<file path="config.mk">
export PLATFORM = sky130hd
export DESIGN_NAME = motor_speed_pi_controller
export DESIGN_NICKNAME = d
export VERILOG_FILES = /design/src/hdl/mspc_pkg.sv /design/src/hdl/mspc_mac.sv /design/src/hdl/mspc_ctrl.sv /design/src/hdl/motor_speed_pi_controller.sv
export VERILOG_INCLUDE_DIRS = /design/src /design/src/hdl
export SDC_FILE = /design/constraint.sdc
export NUM_CORES = 2
export LEC_CHECK = 0
export BUFFER_PORTS_ARGS = -buffer_cell sky130_fd_sc_hd__buf_2
export CORE_MARGIN = 3
export CORE_UTILIZATION = 45
export CTS_CLUSTER_SIZE = 20
export DETAILED_ROUTE_END_ITERATION = 10
export SKIP_LAST_GASP = 1
export SYNTH_ARGS = -nofsm -noshare
export SYNTH_HDL_FRONTEND = slang
export SYNTH_SLANG_ARGS = --single-unit
</file>
<file path="constraint.sdc">
create_clock -name clk -period 11.4 [get_ports clk]
set_clock_uncertainty 0.05 [all_clocks]
set_input_delay 3.42 -clock clk [delete_from_list [all_inputs] [get_ports clk]]
set_output_delay 3.42 -clock clk [all_outputs]
set_load 0.01 [all_outputs]
</file>
<file path="src/hdl/motor_speed_pi_controller_assert.svh">
// Assertion macros for the motor speed controller.
// Each macro expects clk and rst_n to exist in the scope where it is used.
`ifndef MOTOR_SPEED_PI_CONTROLLER_ASSERT_SVH
`define MOTOR_SPEED_PI_CONTROLLER_ASSERT_SVH

// Same-cycle implication, disabled during reset.
`define MSPC_ASSERT_IMPL(name, ante, cons) \
    name: assert property (@(posedge clk) disable iff (!rst_n) (ante) |-> (cons)) \
        else $error("mspc: same-cycle check failed");

// Next-cycle implication, disabled during reset.
`define MSPC_ASSERT_NEXT(name, ante, cons) \
    name: assert property (@(posedge clk) disable iff (!rst_n) (ante) |=> (cons)) \
        else $error("mspc: next-cycle check failed");

`endif

</file>
<file path="src/hdl/mspc_pkg.sv">
// Shared types and constants of the motor speed controller.
// Used by the sequencer, the multiply-accumulate unit and the top level.
package mspc_pkg;

    localparam int GAIN_FRAC_BITS = 16;
    localparam int SH             = GAIN_FRAC_BITS + 1;

    localparam int MUL_A_W = 34;
    localparam int MUL_B_W = 18;
    localparam int PROD_W  = MUL_A_W + MUL_B_W;
    localparam int ACC_W   = PROD_W + 2;

    localparam int REG_IDX_W = 3;
    localparam logic [REG_IDX_W-1:0] REG_MODE   = 3'd0;
    localparam logic [REG_IDX_W-1:0] REG_TARGET = 3'd1;
    localparam logic [REG_IDX_W-1:0] REG_SCALE  = 3'd2;
    localparam logic [REG_IDX_W-1:0] REG_KP     = 3'd3;
    localparam logic [REG_IDX_W-1:0] REG_KI     = 3'd4;

    localparam logic [1:0] MODE_BANG = 2'd0;
    localparam logic [1:0] MODE_PROP = 2'd1;
    localparam logic [1:0] MODE_PI   = 2'd2;

    localparam logic [31:0] TARGET_RST = 32'd10000;
    localparam logic [15:0] SCALE_RST  = 16'd50;
    localparam logic [15:0] KP_RST     = 16'd459;
    localparam logic [15:0] KI_RST     = 16'd66;

    localparam logic signed [7:0] DRIVE_MAX = 8'sd100;
    localparam logic signed [7:0] DRIVE_MIN = -8'sd100;

    typedef enum logic [2:0] {
        ST_IDLE,
        ST_SPEED_MUL,
        ST_SPEED_SAT,
        ST_ERR,
        ST_PROP_MUL,
        ST_INT_MUL,
        ST_ACC,
        ST_OUT
    } state_t;

    typedef enum logic [1:0] {
        MUL_SPEED,
        MUL_PROP,
        MUL_INT
    } mul_sel_t;

    typedef enum logic [1:0] {
        ACC_HOLD,
        ACC_LOAD,
        ACC_ADD
    } acc_op_t;

    typedef struct packed {
        logic    mul_en;
        acc_op_t acc_op;
    } mac_ctl_t;

    typedef struct packed {
        logic     in_ready;
        mac_ctl_t mac;
        mul_sel_t mul_sel;
        logic     speed_ld;
        logic     err_ld;
        logic     out_ld;
    } ctl_t;

endpackage

</file>
<file path="src/hdl/mspc_mac.sv">
// Shared multiply-accumulate unit: one registered signed multiplier
// feeding a registered accumulator. Depends on mspc_pkg.
module mspc_mac
    import mspc_pkg::*;
(
    input  logic                       clk,
    input  mac_ctl_t                   ctl,
    input  logic signed [MUL_A_W-1:0]  op_a,
    input  logic signed [MUL_B_W-1:0]  op_b,
    input  logic signed [ACC_W-1:0]    base,
    output logic signed [PROD_W-1:0]   prod,
    output logic signed [ACC_W-1:0]    acc
);

    logic signed [PROD_W-1:0] mult;
    logic signed [PROD_W-1:0] prod_reg, prod_next;
    logic signed [ACC_W-1:0]  acc_reg, acc_next;

    assign mult = op_a * op_b;

    always_comb
    begin
        prod_next = ctl.mul_en ? mult : prod_reg;
        case (ctl.acc_op)
            ACC_LOAD: acc_next = base + ACC_W'(prod_reg);
            ACC_ADD:  acc_next = acc_reg + ACC_W'(prod_reg);
            default:  acc_next = acc_reg;
        endcase
    end

    always_ff @(posedge clk)
    begin
        prod_reg <= prod_next;
        acc_reg  <= acc_next;
    end

    assign prod = prod_reg;
    assign acc  = acc_reg;

endmodule

</file>
<file path="src/hdl/mspc_ctrl.sv">
// Sequencer of the motor speed controller: steps one tick through the
// shared multiply-accumulate unit. Depends on mspc_pkg.
module mspc_ctrl
    import mspc_pkg::*;
(
    input  logic clk,
    input  logic rst_n,
    input  logic in_valid,
    input  logic is_pi,
    input  logic out_free,
    output ctl_t ctl
);

    state_t state_reg, state_next;

    always_ff @(posedge clk or negedge rst_n)
    begin
        if (!rst_n)
        begin
            state_reg <= ST_IDLE;
        end
        else
        begin
            state_reg <= state_next;
        end
    end

    always_comb
    begin
        state_next = state_reg;
        ctl        = '0;
        ctl.mac.acc_op = ACC_HOLD;
        ctl.mul_sel    = MUL_SPEED;
        case (state_reg)
            ST_IDLE:
            begin
                ctl.in_ready = 1'b1;
                if (in_valid)
                begin
                    state_next = ST_SPEED_MUL;
                end
            end
            ST_SPEED_MUL:
            begin
                ctl.mac.mul_en = 1'b1;
                ctl.mul_sel    = MUL_SPEED;
                state_next     = ST_SPEED_SAT;
            end
            ST_SPEED_SAT:
            begin
                ctl.speed_ld = 1'b1;
                state_next   = ST_ERR;
            end
            ST_ERR:
            begin
                ctl.err_ld = 1'b1;
                state_next = ST_PROP_MUL;
            end
            ST_PROP_MUL:
            begin
                ctl.mac.mul_en = 1'b1;
                ctl.mul_sel    = MUL_PROP;
                state_next     = ST_INT_MUL;
            end
            ST_INT_MUL:
            begin
                // The proportional product lands in the accumulator while the
                // integral product is formed.
                ctl.mac.mul_en = 1'b1;
                ctl.mul_sel    = MUL_INT;
                ctl.mac.acc_op = ACC_LOAD;
                state_next     = ST_ACC;
            end
            ST_ACC:
            begin
                ctl.mac.acc_op = is_pi ? ACC_ADD : ACC_HOLD;
                state_next     = ST_OUT;
            end
            ST_OUT:
            begin
                if (out_free)
                begin
                    ctl.out_ld = 1'b1;
                    state_next = ST_IDLE;
                end
            end
            default:
            begin
                state_next = ST_IDLE;
            end
        endcase
    end

endmodule

</file>
<file path="src/hdl/motor_speed_pi_controller.sv">
// Top level of the motor speed controller: configuration registers,
// controller state, operand selection and output register.
// Depends on mspc_pkg, mspc_ctrl, mspc_mac and the assertion macro header.
//
// Usage:
// One slave beat on s_* carries an encoder count sample for one control tick.
// One master beat on m_* returns the drive command and the measured speed.
// The cfg_* channel writes a register by index (0 mode, 1 target speed,
// 2 speed scale, 3 proportional gain, 4 integral gain); it is always ready,
// and writes to other indexes are dropped. Write it only while no tick is
// in flight.
// A result is loaded into the output register in the last step of the
// sequence. All arithmetic runs in sequence through one 34 x 18 multiplier
// and one accumulator, so a new tick is accepted only after the previous
// result has been loaded into the output register.
// s_tready is high only while the sequencer is idle.
// If the receiver stalls, the finished result waits in the output register;
// the next tick is still accepted and worked, and it waits in its last step
// until the output register frees up.
// Reset (rst_n low) loads the register defaults, clears the stored count,
// error and drive, and empties the output register.
`include "motor_speed_pi_controller_assert.svh"

module motor_speed_pi_controller
    import mspc_pkg::*;
(
    input  logic                 clk,
    input  logic                 rst_n,
    input  logic                 s_tvalid,
    output logic                 s_tready,
    input  logic [31:0]          s_tdata,   // [31:0] encoder_count
    output logic                 m_tvalid,
    input  logic                 m_tready,
    output logic [39:0]          m_tdata,   // [7:0] drive, [39:8] measured_speed
    input  logic                 cfg_valid,
    output logic                 cfg_ready,
    input  logic [REG_IDX_W-1:0] cfg_index,
    input  logic [31:0]          cfg_data
);

    localparam logic [ACC_W-1:0] ROUND_BIAS = ACC_W'((64'd1 << SH) - 64'd1);
    localparam int               EXT_W      = ACC_W - 8 - SH;

    ctl_t ctl;

    logic [1:0]  mode_reg, mode_next;
    logic [31:0] target_reg, target_next;
    logic [15:0] scale_reg, scale_next;
    logic [15:0] kp_reg, kp_next;
    logic [15:0] ki_reg, ki_next;

    logic [31:0]       prev_count_reg, prev_count_next;
    logic signed [31:0] prev_err_reg, prev_err_next;
    logic signed [7:0]  prev_drive_reg, prev_drive_next;

    logic [31:0]        count_reg, count_next;
    logic signed [31:0] speed_reg, speed_next;
    logic signed [31:0] err_reg, err_next;

    logic               out_valid_reg, out_valid_next;
    logic signed [7:0]  drive_out_reg, drive_out_next;
    logic [31:0]        speed_out_reg, speed_out_next;

    logic                      is_pi;
    logic                      out_free;
    logic [31:0]               diff;
    logic signed [32:0]        err_wide;
    logic signed [32:0]        err_ext, eo_ext, e_minus, e_plus;
    logic signed [MUL_A_W-1:0] op_a;
    logic signed [MUL_B_W-1:0] op_b;
    logic signed [ACC_W-1:0]   base;
    logic signed [PROD_W-1:0]  prod;
    logic signed [ACC_W-1:0]   acc;
    logic signed [ACC_W-1:0]   biased, quot;
    logic signed [7:0]         drive_law, drive_val;
    logic signed [31:0]        speed_sat, err_sat;

    assign is_pi     = (mode_reg != MODE_BANG) && (mode_reg != MODE_PROP);
    assign out_free  = !out_valid_reg || m_tready;
    assign s_tready  = ctl.in_ready;
    assign cfg_ready = 1'b1;
    assign m_tvalid  = out_valid_reg;
    assign m_tdata   = {speed_out_reg, drive_out_reg};

    mspc_ctrl u_ctrl (
        .clk      (clk),
        .rst_n    (rst_n),
        .in_valid (s_tvalid),
        .is_pi    (is_pi),
        .out_free (out_free),
        .ctl      (ctl)
    );

    mspc_mac u_mac (
        .clk  (clk),
        .ctl  (ctl.mac),
        .op_a (op_a),
        .op_b (op_b),
        .base (base),
        .prod (prod),
        .acc  (acc)
    );

    // Operand selection for the shared multiplier.
    assign diff    = count_reg - prev_count_reg;
    assign err_ext = 33'(err_reg);
    assign eo_ext  = 33'(prev_err_reg);
    assign e_minus = err_ext - eo_ext;
    assign e_plus  = err_ext + eo_ext;

    always_comb
    begin
        case (ctl.mul_sel)
            MUL_SPEED:
            begin
                op_a = MUL_A_W'($signed(diff));
                op_b = $signed({2'b00, scale_reg});
            end
            MUL_PROP:
            begin
                // The proportional term is taken over 2^(F+1) like the integral term.
                op_a = is_pi ? MUL_A_W'(e_minus) : MUL_A_W'(err_reg);
                op_b = $signed({1'b0, kp_reg, 1'b0});
            end
            MUL_INT:
            begin
                op_a = MUL_A_W'(e_plus);
                op_b = $signed({2'b00, ki_reg});
            end
            default:
            begin
                op_a = '0;
                op_b = '0;
            end
        endcase
    end

    assign base = is_pi ? $signed({{EXT_W{prev_drive_reg[7]}}, prev_drive_reg, {SH{1'b0}}})
                        : '0;

    // Saturation of the speed product and of the error.
    assign speed_sat = (prod[PROD_W-1:31] == '0 || prod[PROD_W-1:31] == '1)
                     ? prod[31:0]
                     : (prod[PROD_W-1] ? 32'sh8000_0000 : 32'sh7fff_ffff);
    assign err_wide  = 33'($signed(target_reg)) - 33'(speed_reg);
    assign err_sat   = (err_wide[32] == err_wide[31]) ? err_wide[31:0]
                     : (err_wide[32] ? 32'sh8000_0000 : 32'sh7fff_ffff);

    // Division by 2^(F+1) truncated toward zero, then the drive limits.
    assign biased = acc + (acc[ACC_W-1] ? $signed(ROUND_BIAS) : $signed(ACC_W'(0)));
    assign quot   = biased >>> SH;

    always_comb
    begin
        if (quot > ACC_W'(DRIVE_MAX))
        begin
            drive_law = DRIVE_MAX;
        end
        else if (quot < ACC_W'(DRIVE_MIN))
        begin
            drive_law = DRIVE_MIN;
        end
        else
        begin
            drive_law = quot[7:0];
        end
    end

    assign drive_val = (mode_reg == MODE_BANG)
                     ? (($signed(speed_reg) < $signed(target_reg)) ? DRIVE_MAX : 8'sd0)
                     : drive_law;

    always_comb
    begin
        mode_next       = mode_reg;
        target_next     = target_reg;
        scale_next      = scale_reg;
        kp_next         = kp_reg;
        ki_next         = ki_reg;
        prev_count_next = prev_count_reg;
        prev_err_next   = prev_err_reg;
        prev_drive_next = prev_drive_reg;
        out_valid_next  = out_valid_reg;
        count_next      = count_reg;
        speed_next      = speed_reg;
        err_next        = err_reg;
        drive_out_next  = drive_out_reg;
        speed_out_next  = speed_out_reg;

        if (cfg_valid)
        begin
            case (cfg_index)
                REG_MODE:   mode_next   = cfg_data[1:0];
                REG_TARGET: target_next = cfg_data;
                REG_SCALE:  scale_next  = cfg_data[15:0];
                REG_KP:     kp_next     = cfg_data[15:0];
                REG_KI:     ki_next     = cfg_data[15:0];
                default:    ;
            endcase
        end

        if (s_tvalid && ctl.in_ready)
        begin
            count_next = s_tdata;
        end
        if (ctl.speed_ld)
        begin
            speed_next = speed_sat;
        end
        if (ctl.err_ld)
        begin
            err_next = err_sat;
        end

        if (m_tready)
        begin
            out_valid_next = 1'b0;
        end
        if (ctl.out_ld)
        begin
            out_valid_next  = 1'b1;
            drive_out_next  = drive_val;
            speed_out_next  = speed_reg;
            prev_count_next = count_reg;
            prev_err_next   = err_reg;
            prev_drive_next = drive_val;
        end
    end

    always_ff @(posedge clk or negedge rst_n)
    begin
        if (!rst_n)
        begin
            mode_reg       <= MODE_PI;
            target_reg     <= TARGET_RST;
            scale_reg      <= SCALE_RST;
            kp_reg         <= KP_RST;
            ki_reg         <= KI_RST;
            prev_count_reg <= '0;
            prev_err_reg   <= '0;
            prev_drive_reg <= '0;
            out_valid_reg  <= 1'b0;
        end
        else
        begin
            mode_reg       <= mode_next;
            target_reg     <= target_next;
            scale_reg      <= scale_next;
            kp_reg         <= kp_next;
            ki_reg         <= ki_next;
            prev_count_reg <= prev_count_next;
            prev_err_reg   <= prev_err_next;
            prev_drive_reg <= prev_drive_next;
            out_valid_reg  <= out_valid_next;
        end
    end

    always_ff @(posedge clk)
    begin
        count_reg     <= count_next;
        speed_reg     <= speed_next;
        err_reg       <= err_next;
        drive_out_reg <= drive_out_next;
        speed_out_reg <= speed_out_next;
    end

    `MSPC_ASSERT_IMPL(a_drive_range, m_tvalid, (drive_out_reg <= DRIVE_MAX) && (drive_out_reg >= DRIVE_MIN))
    `MSPC_ASSERT_NEXT(a_busy_after_accept, s_tvalid && s_tready, !s_tready)
    `MSPC_ASSERT_NEXT(a_state_follows_result, ctl.out_ld, m_tvalid && (prev_drive_reg == drive_out_reg) && (prev_count_reg == $past(count_reg)))
    `MSPC_ASSERT_IMPL(a_no_load_when_full, ctl.out_ld, !out_valid_reg || m_tready)

endmodule
</file>
==> results by group <==
CTS
  • CTS Sinks: 400
  • Root buffer cell: clkbuf_16
  • # resized after CTS: 0
  • CTS buffer count: 47
  • CTS Buffer Depth: 3
  • CTS tree: built
  • Clk_lat worst skew: 0.61 ns
  • Cts-stage hold buffer count: 0
  • Post-CTS Setup Inserts: 0
  • H-tree depth: 2
  • Clock-pin slew on the worst setup and hold paths: 0.06 ns

Logic synthesis
  • Synth area leaders: fa_1, edfxtp_1, ha_1
  • FF+latch count, synth: 400
  • Synth top area share: 24.1%
  • XOR/XNOR share of the synthesized area: 4.00%
  • Synth Area in Adders: 33.1%
  • Largest area contributor in the netlist: fa_1
  • Post-synth ARST share: 39.5%
  • Mapped Nets: 5,759
  • Simple-gate share of the synthesized area: 13.5%
  • Mapped Avg Cell Area: 9.40 sq um
  • Distinct cells, synth: 99
  • Post-synth EDFFs: 242
  • Sequential share of the synthesized area: 24.8%
  • Synth Area in Compound Gates: 14.3%
  • Primary FF master, synth: edfxtp_1
  • Synth Instances: 4,820
  • Cell area after synthesis: 45,300 sq um
  • YS warnings: 0
  • Largest family of logic cells by synthesized area: adder cells
  • Post-synthesis mux area share: 2.39%

Timing
  • Final Hold Fails: 0
  • Final setup viols: 0
  • Final worst path period need: 10.51 ns
  • Max Fclk: 0.0952 GHz
  • Max-slew headroom: 13.3%
  • Period utilisation layout: 92.2%
  • Slew Limit Fails: 0
  • Unrepaired setup endpoints after global routing: false
  • Setup TNS Final: 0 ns
  • Worst slew pin tran: 1.29 ns

Critical path
  • Critical path launch point type: flop
  • Slowest stage cell, crit path: or4_1
  • Worst Path Max Fanout: 9
  • Crit end category: flop
  • Data arrival, critical path: 10.83 ns
  • CP Launch Point: err_reg[0]
  • CP dominant cell by count: fa_1
  • FF-to-FF path depth: 35
  • Max incr delay on CP: 0.76 ns
  • CP required: 11.72 ns
  • Reg-to-Reg Start: err_reg[0]
  • Worst Setup Path Type: reg2reg

Detailed routing
  • Drt pass-1 iters: 9
  • Drc violations: 0
  • Initial DRC count: 2,954
  • Total Routed Length: 139,000 um
  • Antenna Nets Post-Route: 0
  • Wire length per cell: 22.4 um
  • Via count: 35,446
  • Vias per cell: 5.71

Run
  • Maxcap violations: 0

Layout
  • Layout area overhead: 8.55%
  • Most frequent cells in the layout: inv_1, fa_1, nand2_1
  • Post-layout util: 49.6%
  • Layout fillers: 9,259
  • Layout cells sized above 1: 9.16%
  • Nets: 5,823
  • Max FFs per register: 54
  • Post-Layout Cell Count: 6,209
  • Register area: 11,200 sq um
  • Most common cell after layout, fill and taps aside: inv_1
  • Area of the multi-input gates: 30,600 sq um

Worst hold path
  • Hold path start: speed_reg[16]
  • HP Class: reg2reg
  • Worst hold path depth: 0

Floorplanning
  • Die H: 323 um
  • # rows: 115
  • Core ar.: 99,100 sq um
  • I/O pin cnt: 115
  • Initial Utilization: 45.7%
  • Die Area: 105,000 sq um
  • Die W: 323 um

Placement
  • Dpl hpwl: 110,000 um
  • Final Wtd Congestion: 0.958
  • Placed instance count: 6,122
  • IO Port Bufs: 113

GRT
  • Largest net degree at the start of global routing: 99
  • First-pass GRT wire length: 216,000 um
  • Initial antenna violation count: 2
  • Vias in the first global route: 36,518
  • Global Route Usage Sum: 27.0%
  • GR Overflow Total: 0

Status
  • Status: completed
-- synthesized netlist by cell type, drive strengths merged, types with 12 or more instances --
cell,count
inv,755
or4,13
mux2i,16
mux2,82
nand2,481
and3,22
clkbuf,167
o21ai,240
and2,62
nand3,78
nor3,59
nor2,325
o31ai,18
a21oi,251
a31oi,29
o21bai,39
buf,22
ha,322
o21a,37
or3,12
a221o,12
xnor2,154
dfrtp,141
edfxtp,242
o211ai,13
or2,18
a21o,131
a22oi,29
dfstp,17
nand4,38
a211oi,34
nand2b,60
xor2,53
fa,545
o22ai,12
nor4,28
nor2b,91
a221oi,13
a22o,27
-- path summary, 6_finish.rpt --
kind,endpoint,slack (ns)
max,u_mac.prod[51],0.89
min,speed_out_reg[16],0.40
max reg2reg,u_mac.prod[51],0.89
min reg2reg,speed_out_reg[16],0.40
max in group asynchronous,prev_err_reg[17],6.61
min in group asynchronous,prev_err_reg[5],2.71
-- cells by family (layout without fill, tap and decap cells) --
group                      after synthesis  count (layout)
xor gates and xnor gates               207             207
and+or+nand+nor                       1309            1309
buffers and inverters                  945            1046
adders and majority gates              872             872
DFF                                    400             400
other                                    1               2
AOI/OAI and AO/OA                      988             988
muxes                                   98              98
-- through the flow --
step           cell area [sq um]  hold slack (ns)  worst slack [ns]
3_5_place_dp               47500            0.391              1.10
5_1_grt                    49200            0.411             0.262
3_3_place_gp               47500            0.384              1.18
2_1_floorplan              45300            0.376              2.20
6_report                   49200            0.402             0.894
4_1_cts                    49200            0.403              1.01
-- area by class of cell --
class                      count  area share, %
multi-input combinational   3475           62.2
sequential                   400           22.9
inverter                     756           5.78
tap                         1287           3.27
clock buffer                  60           2.68
timing repair buffer         204           2.55
clock inverter                26          0.626
antenna                        1        0.00509
-- critical path, delay by kind of cell (launching register included) --
kind                       cells  cell delay [ns]
muxes                          1             0.11
adders and majority gates      9             3.92
buffers and inverters          5             0.44
and+or+nand+nor                8             1.83
DFF                            1             0.38
AOI/OAI and AO/OA             12             3.54
-- metal layers --
metal | GRT usage [%] | up-vias | share of wire, %
li1 | - | 16158 | -
met1 | 36.2 | 17843 | 42
met2 | 44.4 | 1186 | 47
met3 | 3.90 | 255 | 6.5
met4 | 10.7 | 4 | 4.4
met5 | 0 | - | 0.012
Power is not shown: default switching activity piles up to over one toggle a cycle in this logic, so the estimate is an artifact.
